$ cat src/lbcg_pkg.sv
package lbcg_pkg;

    localparam int unsigned CFG_IDX_W = 3;
    localparam int unsigned CFG_DATA_W = 8;

    localparam logic [CFG_IDX_W-1:0] CFG_LONG_ON = 3'd0;
    localparam logic [CFG_IDX_W-1:0] CFG_LONG_OFF = 3'd1;
    localparam logic [CFG_IDX_W-1:0] CFG_SHORT_ON = 3'd2;
    localparam logic [CFG_IDX_W-1:0] CFG_SHORT_OFF = 3'd3;
    localparam logic [CFG_IDX_W-1:0] CFG_CYCLE_GAP = 3'd4;

    localparam logic [7:0] CODE_SOLID = 8'd7;
    localparam logic [7:0] CODE_MAX = 8'd8;

    localparam logic [8:0] PHASE_MAX = 9'd511;
    localparam logic [7:0] GAP_MAX = 8'd255;

    typedef struct packed {
        logic [8:0] phase;
        logic [7:0] gap;
        logic [2:0] done;
        logic       led;
    } t_blink;

    // Pattern table: number of long blinks per status code.
    function automatic logic [2:0] rom_long(input logic [3:0] code);
        logic [2:0] v;
        unique case (code)
            4'd1, 4'd2, 4'd3, 4'd4, 4'd6: v = 3'd1;
            4'd8:                         v = 3'd2;
            default:                      v = 3'd0;
        endcase
        return v;
    endfunction

    // Pattern table: number of short blinks per status code.
    function automatic logic [2:0] rom_short(input logic [3:0] code);
        logic [2:0] v;
        unique case (code)
            4'd1, 4'd8: v = 3'd1;
            4'd2:       v = 3'd2;
            4'd3:       v = 3'd3;
            4'd4, 4'd5: v = 3'd4;
            default:    v = 3'd0;
        endcase
        return v;
    endfunction

    function automatic logic [8:0] inc9(input logic [8:0] x);
        return (x == PHASE_MAX) ? x : x + 9'd1;
    endfunction

    function automatic logic [7:0] inc8(input logic [7:0] x);
        return (x == GAP_MAX) ? x : x + 8'd1;
    endfunction

    // One tick of a blink slot: lit for on ticks, then dark for off ticks
    // (an off time of zero wraps to 256 dark ticks).
    function automatic t_blink blink_step(input t_blink cur, input logic [7:0] on_t,
                                          input logic [7:0] off_t);
        t_blink     nxt;
        logic [7:0] last;
        nxt       = cur;
        last      = off_t - 8'd1;
        nxt.phase = inc9(cur.phase);
        if (cur.phase < {1'b0, on_t}) begin
            nxt.led = 1'b1;
        end else begin
            nxt.led = 1'b0;
            nxt.gap = inc8(cur.gap);
            if (cur.gap == last) begin
                nxt.gap   = 8'd0;
                nxt.phase = 9'd0;
                nxt.done  = cur.done + 3'd1;
            end
        end
        return nxt;
    endfunction

endpackage

$ cat src/led_blink_code_generator.sv
// The result of an accepted transaction is registered and reaches the master side in the next cycle.
// Throughput: one transaction per cycle; the blink state updates in a single pass.
// Input stalls only while a result waits and the master side does not take it.
// Reset (synchronous, active low) restores the default timing registers, code 0,
// the cycle boundary flag set, all counters cleared and the LED dark.
module led_blink_code_generator (
    input  logic                                 i_clk,
    input  logic                                 i_rst_n,
    input  logic                                 i_cfg_we,
    input  logic [lbcg_pkg::CFG_IDX_W-1:0]       i_cfg_index,
    input  logic [lbcg_pkg::CFG_DATA_W-1:0]      i_cfg_data,
    input  logic                                 s_axis_tvalid,
    output logic                                 s_axis_tready,
    input  logic [7:0]                           s_axis_tdata,  // [7:0] status_code
    input  logic                                 s_axis_tuser,  // [0] action
    output logic                                 m_axis_tvalid,
    input  logic                                 m_axis_tready,
    output logic [7:0]                           m_axis_tdata   // [0] led_on, [7:1] zero
);

    logic [7:0] r_long_on, r_long_off, r_short_on, r_short_off, r_cycle_gap;

    logic [7:0] r_code, n_code;
    logic       r_cycle_fin, n_cycle_fin;
    logic [2:0] r_long_target, n_long_target;
    logic [2:0] r_short_target, n_short_target;
    logic [8:0] r_cycle_cnt, n_cycle_cnt;
    logic       r_led, n_led;
    lbcg_pkg::t_blink r_long, n_long, r_short, n_short;

    logic r_out_valid;
    logic r_out_led;
    logic in_accept;

    assign s_axis_tready = !r_out_valid || m_axis_tready;
    assign in_accept     = s_axis_tvalid && s_axis_tready;
    assign m_axis_tvalid = r_out_valid;
    assign m_axis_tdata  = {7'd0, r_out_led};

    always_ff @(posedge i_clk) begin
        if (!i_rst_n) begin
            r_long_on   <= 8'd10;
            r_long_off  <= 8'd5;
            r_short_on  <= 8'd3;
            r_short_off <= 8'd3;
            r_cycle_gap <= 8'd20;
        end else if (i_cfg_we) begin
            unique case (i_cfg_index)
                lbcg_pkg::CFG_LONG_ON:   r_long_on   <= i_cfg_data;
                lbcg_pkg::CFG_LONG_OFF:  r_long_off  <= i_cfg_data;
                lbcg_pkg::CFG_SHORT_ON:  r_short_on  <= i_cfg_data;
                lbcg_pkg::CFG_SHORT_OFF: r_short_off <= i_cfg_data;
                lbcg_pkg::CFG_CYCLE_GAP: r_cycle_gap <= i_cfg_data;
                default: ;
            endcase
        end
    end

    always_comb begin
        logic       run;
        logic [8:0] c;
        n_code         = r_code;
        n_cycle_fin    = r_cycle_fin;
        n_long_target  = r_long_target;
        n_short_target = r_short_target;
        n_cycle_cnt    = r_cycle_cnt;
        n_led          = r_led;
        n_long         = r_long;
        n_short        = r_short;
        run            = 1'b1;
        c              = 9'd0;
        if (s_axis_tuser) begin
            n_code = s_axis_tdata;
        end else begin
            if (r_cycle_fin) begin
                n_cycle_fin = 1'b0;
                n_cycle_cnt = 9'd0;
                if (r_code == lbcg_pkg::CODE_SOLID) begin
                    // Solid on parks the block at the cycle boundary.
                    n_led       = 1'b1;
                    n_cycle_fin = 1'b1;
                    run         = 1'b0;
                end else if (r_code > lbcg_pkg::CODE_MAX) begin
                    // Boundary is consumed but the LED holds for this tick.
                    run = 1'b0;
                end else begin
                    n_long_target  = lbcg_pkg::rom_long(r_code[3:0]);
                    n_short_target = lbcg_pkg::rom_short(r_code[3:0]);
                    n_long.phase   = 9'd0;
                    n_long.done    = 3'd0;
                    n_short.phase  = 9'd0;
                    n_short.done   = 3'd0;
                end
            end
            if (run) begin
                if (n_long.done < n_long_target) begin
                    n_long = lbcg_pkg::blink_step(n_long, r_long_on, r_long_off);
                    n_led  = n_long.led;
                end else if (n_short.done < n_short_target) begin
                    n_short = lbcg_pkg::blink_step(n_short, r_short_on, r_short_off);
                    n_led   = n_short.led;
                end else begin
                    c           = n_cycle_cnt;
                    n_led       = 1'b0;
                    n_cycle_cnt = lbcg_pkg::inc9(c);
                    if (c >= {1'b0, r_cycle_gap}) begin
                        n_cycle_fin = 1'b1;
                    end
                end
            end
        end
    end

    always_ff @(posedge i_clk) begin
        if (!i_rst_n) begin
            r_code         <= 8'd0;
            r_cycle_fin    <= 1'b1;
            r_long_target  <= 3'd0;
            r_short_target <= 3'd0;
            r_cycle_cnt    <= 9'd0;
            r_led          <= 1'b0;
            r_long         <= '0;
            r_short        <= '0;
            r_out_valid    <= 1'b0;
        end else begin
            if (in_accept) begin
                r_code         <= n_code;
                r_cycle_fin    <= n_cycle_fin;
                r_long_target  <= n_long_target;
                r_short_target <= n_short_target;
                r_cycle_cnt    <= n_cycle_cnt;
                r_led          <= n_led;
                r_long         <= n_long;
                r_short        <= n_short;
                r_out_valid    <= 1'b1;
            end else if (m_axis_tready) begin
                r_out_valid <= 1'b0;
            end
        end
    end

    always_ff @(posedge i_clk) begin
        if (in_accept) begin
            r_out_led <= n_led;
        end
    end

    // A blink run never counts past the number of blinks the pattern asked for.
    a_done_bounded: assert property (@(posedge i_clk) disable iff (!i_rst_n)
        (r_long.done <= r_long_target) && (r_short.done <= r_short_target))
        else $error("blink done count exceeds its target");

    // A code write leaves the LED level untouched.
    a_write_holds_led: assert property (@(posedge i_clk) disable iff (!i_rst_n)
        (in_accept && s_axis_tuser) |=> (r_led == $past(r_led)))
        else $error("code write changed the LED level");

    // A tick at the boundary with the solid code lights the LED and stays at the boundary.
    a_solid_on: assert property (@(posedge i_clk) disable iff (!i_rst_n)
        (in_accept && !s_axis_tuser && r_cycle_fin && (r_code == lbcg_pkg::CODE_SOLID))
        |=> (r_led && r_cycle_fin && r_out_led))
        else $error("solid code did not hold the LED lit");

    // The result register always mirrors the LED state after a transaction.
    a_out_matches: assert property (@(posedge i_clk) disable iff (!i_rst_n)
        in_accept |=> (r_out_valid && (r_out_led == r_led)))
        else $error("result register disagrees with LED state");

endmodule

$ cat config.mk
export PLATFORM = sky130hd
export DESIGN_NAME = led_blink_code_generator
export DESIGN_NICKNAME = d
export VERILOG_FILES = /design/src/lbcg_pkg.sv /design/src/led_blink_code_generator.sv
export SDC_FILE = /design/constraint.sdc
export NUM_CORES = 1
export LEC_CHECK = 0
export BUFFER_PORTS_ARGS = -buffer_cell sky130_fd_sc_hd__clkbuf_2
export CORE_UTILIZATION = 49
export CTS_CLUSTER_SIZE = 25
export DETAILED_ROUTE_END_ITERATION = 6
export PLACE_DENSITY = 0.66
export SKIP_LAST_GASP = 1
export SLEW_MARGIN = 20
export SYNTH_ARGS = -nofsm -noshare
export SYNTH_HDL_FRONTEND = slang
export SYNTH_SLANG_ARGS = --single-unit
$ cat constraint.sdc
create_clock -name i_clk -period 10 [get_ports i_clk]
set_clock_uncertainty 0.15 [all_clocks]
set_input_delay 2 -clock i_clk [delete_from_list [all_inputs] [get_ports i_clk]]
set_output_delay 2 -clock i_clk [all_outputs]
set_load 0.02 [all_outputs]
==> results of run 1 <==
## worst reg2reg max path: stages, from the launching register on
cell and delay, ns:
dfxtp_1 0.59, inv_1 0.37, a2111o_1 0.44, buf_4 0.26, nor4_1 0.26, a21oi_1 0.08
ha_1 0.21, a21oi_1 0.32, o31ai_4 0.26, nor2_1 0.42, o311ai_2 0.38, or3b_2 0.54
a21oi_1 0.14
## metal layers
metal / track usage [%] / part of all wire, %
met3: 5.039 / 4.8
met1: 32.87 / 46
met2: 42.05 / 47
met4: 8.974 / 2.4
met5: 0 / 0
## cell usage after synthesis, drive strengths merged (5+ instances only)
library cell	count
nand2	132
ha	35
a21o	6
dfxtp	106
clkbuf	29
xor2	16
inv	44
mux2i	10
nor3b	5
nor3	11
or4	9
or3	7
nor2	51
and4	6
nand3	37
a211oi	10
buf	19
o21ai	27
nor2b	9
o211ai	13
nor4	9
a21oi	77
o31ai	13
and3	11
a31oi	12
and2	21
nand4	16
xnor2	10
o2111ai	5
## flip-flops by register name, summed over array words and instances, names as in the netlist
| name | flops |
|---|---|
| r_cycle_cnt | 9 |
| r_long_on | 8 |
| r_code | 8 |
| r_long_off | 8 |
| r_short_off | 8 |
| r_long_target | 3 |
| m_axis_tvalid | 1 |
| r_led | 1 |
| r_cycle_gap | 8 |
| r_long | 20 |
| r_out_led | 1 |
| r_short_target | 3 |
| r_short_on | 8 |
| r_cycle_fin | 1 |
| r_short | 20 |
## cell type report
cell class | count | area share (%)
multi-input cells | 637 | 56.97
flip-flops and latches | 107 | 30.46
clock buffers | 11 | 3.435
well taps | 172 | 3.046
repair buffers | 34 | 2.656
inverters | 44 | 2.338
clock inverters | 5 | 1.098
## power by group
group | switching [mW] | total (mW) | internal, mW | leakage, nW
clock | 0.162 | 0.388 | 0.226 | 0.156
sequential | 0.00842 | 0.443 | 0.435 | 0.868
combinational | 0.0889 | 0.127 | 0.0379 | 1.70
## worst min-delay path by stage
stage                             start       endpoint  cells after the start
after floorplan            r_long_on[0]   r_long_on[0]                      2
after global placement    r_short_on[4]  r_short_on[4]                      2
after detailed placement  r_short_on[3]  r_short_on[3]                      2
after CTS                  r_long_on[0]   r_long_on[0]                      2
after global routing      r_short_on[6]  r_short_on[6]                      2
final                      r_long_on[0]   r_long_on[0]                      2
## logic make-up (layout without fill, tap and decap cells)
logic type,after synthesis,count (layout),synth area share (%)
buf+inv,92,94,6.043
fa+ha+maj,35,35,6.693
xor+xnor,26,26,3.480
flops,107,107,32.89
compound gates,216,216,22.76
simple gates,343,343,26.54
mux,10,10,1.530
other cells,1,7,0.05732
==> impl_metrics.py, run 1 <==
metrics = {
    "status": {
        "status": "complete, no violations",
    },
    "cts": {
        "cts_resized": 0,
        "cts_tree": "done",
        "worstSkewPairLatency_ns": 0.36,
        "cts_buffer_depth": 2,
        "path_clk_slew_ns": 0.06,
        "cts_made_buffers": 9,
        "cts-hold-fix-buffers": 0,
        "cts-htree-levels": 3,
        "root_buffer": "clkbuf_16",
        "cts_sinks": 107,
        "post-cts-setup-buffers": 0,
    },
    "floorplanning": {
        "io_pins": 35,
        "dieArea_um2": 13820,
        "die_h_um": 117.6,
        "rows": 41,
        "die_x_um": 117.6,
        "start_util_pct": 51.01,
        "core_area_um2": 12820,
    },
    "layout": {
        "nFillCells": 1260,
        "num-nets-final": 893,
        "stdcell_count": 1010,
        "ff_latch_area_um2": 2152,
        "multi_input_area_um2": 4025,
        "n_antenna_cell": 0,
        "layout_commonest_cell": "nand2_1",
        "mostFrequentLayoutCells": "nand2_1, dfxtp_1, a21oi_1",
        "fin_util_pct": 55.09,
        "layout-drive-gt1-share_pct": 8.353,
        "fin_area_um2": 7066,
        "area.growth.synth_to_final_pct": 7.994,
    },
    "critical_path": {
        "rrSetupSlack_ns": 5.51,
        "rr_endpoint": "r_long[5]",
        "path_class": "primary input to output pin",
        "end_kind": "output pin",
        "crit_required_ns": 7.85,
        "cp-start-kind": "primary input",
        "cp_cell_sequence": "clkbuf_2 -> nand2b_1 -> clkbuf_2",
        "cp_slowest_cell": "nand2b_1",
        "setup.worst_path.start": "m_axis_tready",
        "critical_path.endpoint": "s_axis_tready",
        "worst-path-max-fanout": 4,
        "critPathTopFamily": "buffers and inverters",
        "crit_arrival_ns": 2.42,
        "critPathBufInv": 2,
        "rr_startpoint": "r_cycle_fin",
        "ff2ff_path_depth": 12,
        "max_stage_delay_ns": 0.17,
        "crit_path_frequent_cell": "clkbuf_2",
        "crit_cells": 3,
    },
    "synth": {
        "yosysTopAreaCell": "dfxtp_1",
        "synth.area.top_cells": "dfxtp_1, nand2_1, ha_1",
        "synth_area_um2": 6543,
        "synth_warnings": 0,
        "synth_enable_flop_cells": 1,
        "ys_types": 74,
        "syn_inst": 830,
        "synth_ff_type": "dfxtp_1",
        "yosysSeqAreaShare_pct": 32.89,
        "async_reset_ff_share_pct": 0,
        "synth.avg_cell_area_um2": 7.883,
        "ys_seq_elements": 107,
        "synth_top_area_share_pct": 32.43,
    },
    "sta": {
        "rsz0062_at_grt": "false",
        "period_share_pct": 45.68,
        "layout_min_cycle_time_ns": 4.568,
        "tightest_slew_ns": 0.9669,
        "max_slew_margin_pct": 35.38,
        "finalSetupTns_ns": 0,
        "hold_violations": 0,
        "slew_violations": 0,
        "layout_setup_ws_ns": 5.432,
        "max_freq_mhz": 218.9,
        "holdWs_ns": 0.3094,
        "setup-violations-final": 0,
    },
    "placed_design": {
        "place_ws_ns": 5.430,
        "io_buffers": 27,
        "placed_cells": 994,
        "hpwl_mm": 12.27,
        "placed_area_um2": 6745,
        "globalplace.congestion": 0.9232,
    },
    "route": {
        "drt_iter0_markers": 520,
        "drtAntennaViolNets": 0,
        "drc": 0,
        "drt_wl_total_mm": 17.03,
        "viasPerCell": 6.093,
        "wl_per_cell_um": 16.86,
        "dr.pass1.iters": 5,
        "vias": 6154,
    },
    "pwr": {
        "report.power.total_uw": 957.6,
        "power_density_nw_per_um2": 135.5,
        "p_leak_nw": 2.728,
        "vdd_ir_drop_max_uv": 73.40,
    },
    "grt": {
        "grt_pass1_wl_mm": 28.57,
        "grt_pass1_vias": 5764,
        "grt_use_total_pct": 25.43,
        "grt_antenna_before_repair": 0,
        "grt_max_degree": 51,
        "grt_overflow_total": 0,
    },
    "job": {
        "maxCapViolCount": 0,
    },
    "hold_path": {
        "min_path_type": "flop to flop",
    },
}
Power figures use the tool's default switching activity.
==> inputs of run 2 (changes only) <==
--- a/config.mk
+++ b/config.mk
@@ -9,7 +9,7 @@
 export CORE_UTILIZATION = 49
 export CTS_CLUSTER_SIZE = 25
 export DETAILED_ROUTE_END_ITERATION = 6
-export PLACE_DENSITY = 0.66
+export PLACE_DENSITY = 0.69
 export SKIP_LAST_GASP = 1
 export SLEW_MARGIN = 20
 export SYNTH_ARGS = -nofsm -noshare
==> constraint.sdc (replaced) <==
create_clock -name i_clk -period 3.9 [get_ports i_clk]
set_clock_uncertainty 0.15 [all_clocks]
set_input_delay 0.78 -clock i_clk [delete_from_list [all_inputs] [get_ports i_clk]]
set_output_delay 0.78 -clock i_clk [all_outputs]
set_load 0.02 [all_outputs]
==> run 2 against run 1 <==
Cell count rose by 3.8%. Die area did not move. Register-to-register slack got worse by 5.4 ns. Critical endpoint is now r_short[8].
==> impl_metrics.py, run 2 (synthesis results as in run 1) <==
metrics = {
    "sta": {
        "rsz0062_at_grt": "true",
        "setup-violations-final": 0,
        "hold_violations": 0,
        "layout_setup_ws_ns": 0.1033,
        "period_share_pct": 97.35,
        "max_slew_margin_pct": 43.22,
        "tightest_slew_ns": 0.8497,
        "max_freq_mhz": 263.4,
        "layout_min_cycle_time_ns": 3.797,
        "slew_violations": 0,
    },
    "floorplanning": {
        "dieArea_um2": 13820,
        "die_h_um": 117.6,
        "core_area_um2": 12820,
        "io_pins": 35,
        "start_util_pct": 51.01,
        "rows": 41,
        "die_x_um": 117.6,
    },
    "hold_path": {
        "hold_path_depth": 2,
        "hp-start": "r_short_on[4]",
        "min_path_type": "flop to flop",
    },
    "route": {
        "drtAntennaViolNets": 0,
        "drt_iter0_markers": 576,
        "drt_wl_total_mm": 18.16,
        "viasPerCell": 6.056,
        "drc": 0,
        "dr.pass1.iters": 5,
        "vias": 6347,
        "wl_per_cell_um": 17.33,
    },
    "pwr": {
        "vdd_ir_drop_max_uv": 192.2,
        "p_seq_share_pct": 46.5,
        "swShare_pct": 29.09,
        "pwr-share-comb_pct": 17.4,
        "report.power.total_mw": 2.432,
        "power_density_nw_per_um2": 324.2,
        "p_leak_nw": 2.924,
        "internal-power_mw": 1.724,
        "power.switching_uw": 707.3,
        "clkPwrFrac_pct": 36.1,
    },
    "cts": {
        "path_clk_slew_ns": 0.07,
        "cts_tree": "done",
        "cts_made_buffers": 9,
        "root_buffer": "clkbuf_16",
        "cts-htree-levels": 3,
        "cts_sinks": 107,
        "worstSkewPairLatency_ns": 0.36,
        "cts-hold-fix-buffers": 0,
        "cts_buffer_depth": 2,
    },
    "status": {
        "status": "complete, no violations",
    },
    "placed_design": {
        "io_buffers": 27,
        "place_ws_ns": 0.02729,
        "hpwl_mm": 12.97,
        "globalplace.congestion": 0.9006,
        "placed_area_um2": 6908,
    },
    "layout": {
        "nFillCells": 1175,
        "fin_util_pct": 58.49,
        "n_antenna_cell": 0,
        "top_regs": "r_long (20), r_short (20), r_cycle_cnt (9)",
        "num-nets-final": 931,
        "fin_area_um2": 7501,
        "mostFrequentLayoutCells": "nand2_1, dfxtp_1, a21oi_1",
        "layout_commonest_cell": "nand2_1",
        "layout-drive-gt1-share_pct": 14.73,
        "area.growth.synth_to_final_pct": 14.65,
    },
    "grt": {
        "grt_use_total_pct": 25.92,
        "grt_pass1_vias": 5986,
        "grt_max_degree": 38,
        "grt_overflow_total": 0,
        "grt_antenna_before_repair": 0,
        "grt_pass1_wl_mm": 28.97,
    },
    "critical_path": {
        "end_kind": "flop",
        "cp-start-kind": "flop",
        "crit_arrival_ns": 3.94,
        "ff2ff_path_depth": 13,
        "setup.worst_path.start": "r_code[4]",
        "rr_startpoint": "r_code[4]",
        "path_class": "flop to flop",
        "crit_required_ns": 4.04,
        "worst-path-max-fanout": 19,
    },
    "job": {
        "maxCapViolCount": 0,
    },
}
run 2: cell types whose count changed in the layout (fill, tap and decap cells not counted), moves of 2 or more:
| cell | delta |
|---|---|
| nand2_1 | -2 |
| bufinv_16 | -2 |
| a21oi_2 | +4 |
| nor4_4 | +2 |
| nand3_2 | +3 |
| buf_4 | +33 |
| nand2_2 | +2 |
| a21oi_1 | -4 |
| nand3_1 | -2 |
| nor4_1 | -2 |
| buf_12 | +2 |
| or4_1 | -2 |
| or4_4 | +2 |
run 2: stage by stage:
stage	hold WS [ns]	setup TNS (ns)	instances
floorplan	0.2816	-0.06147	836
global placement	0.2967	0	1014
detailed placement	0.3001	0	1014
CTS	0.3102	0	1030
global route	0.3367	-0.02635	1048
finish	0.3052	0	1048
run 2: what timing repair did:
item	in CTS	in global routing
gates resized for setup	0	28
endpoints found under the hold margin	0	0
setup endpoints to repair	0	37
setup buffers	0	16
run 2: layer usage:
layer	part of all wire, %	track usage, %	wire, um
met1	45	33.26	8115
met2	49	44.67	8861
met3	4.7	3.828	848
met4	1.9	8.013	338
met5	0	0	0
run 2: cell type report:
type                    count  area [um2]  area share [%]
well taps                 172       215.2           2.869
clock inverters             5       37.54          0.5004
inverters                  44       165.2           2.202
multi-input cells         638        4177           55.68
repair buffers             71       511.7           6.822
clock buffers              11       242.7           3.236
flip-flops and latches    107        2152           28.69
run 2: power groups by stage:
| stage | clock network, mW | logic [mW] | registers (mW) |
|---|---|---|---|
| CTS | 0.899 | 0.356 | 1.13 |
| global route | 0.940 | 0.454 | 1.13 |
| finish | 0.879 | 0.423 | 1.13 |
| floorplan | 0 | 0.239 | 1.15 |
| global placement | 0 | 0.351 | 1.15 |
| detailed placement | 0 | 0.354 | 1.16 |
run 2: path summary, 6_finish.rpt:
kind	to	slack (ns)
worst max register to register	r_short[8]	0.10
worst min register to register	r_short_on[4]	0.31
worst max-delay path	r_short[8]	0.10
worst min-delay path	r_short_on[4]	0.31
run 2: worst max-delay path, cell delays in order, from the launching register on:
cell and delay (ns):
dfxtp_1 0.31, or4_4 0.54, a2111o_1 0.41, buf_12 0.18
nor3_1 0.18, a21oi_1 0.06, ha_1 0.31, nand2_2 0.09
a21oi_1 0.07, a221o_4 0.45, nor2_8 0.20, nand3_4 0.12
or4_4 0.52, a21oi_2 0.13
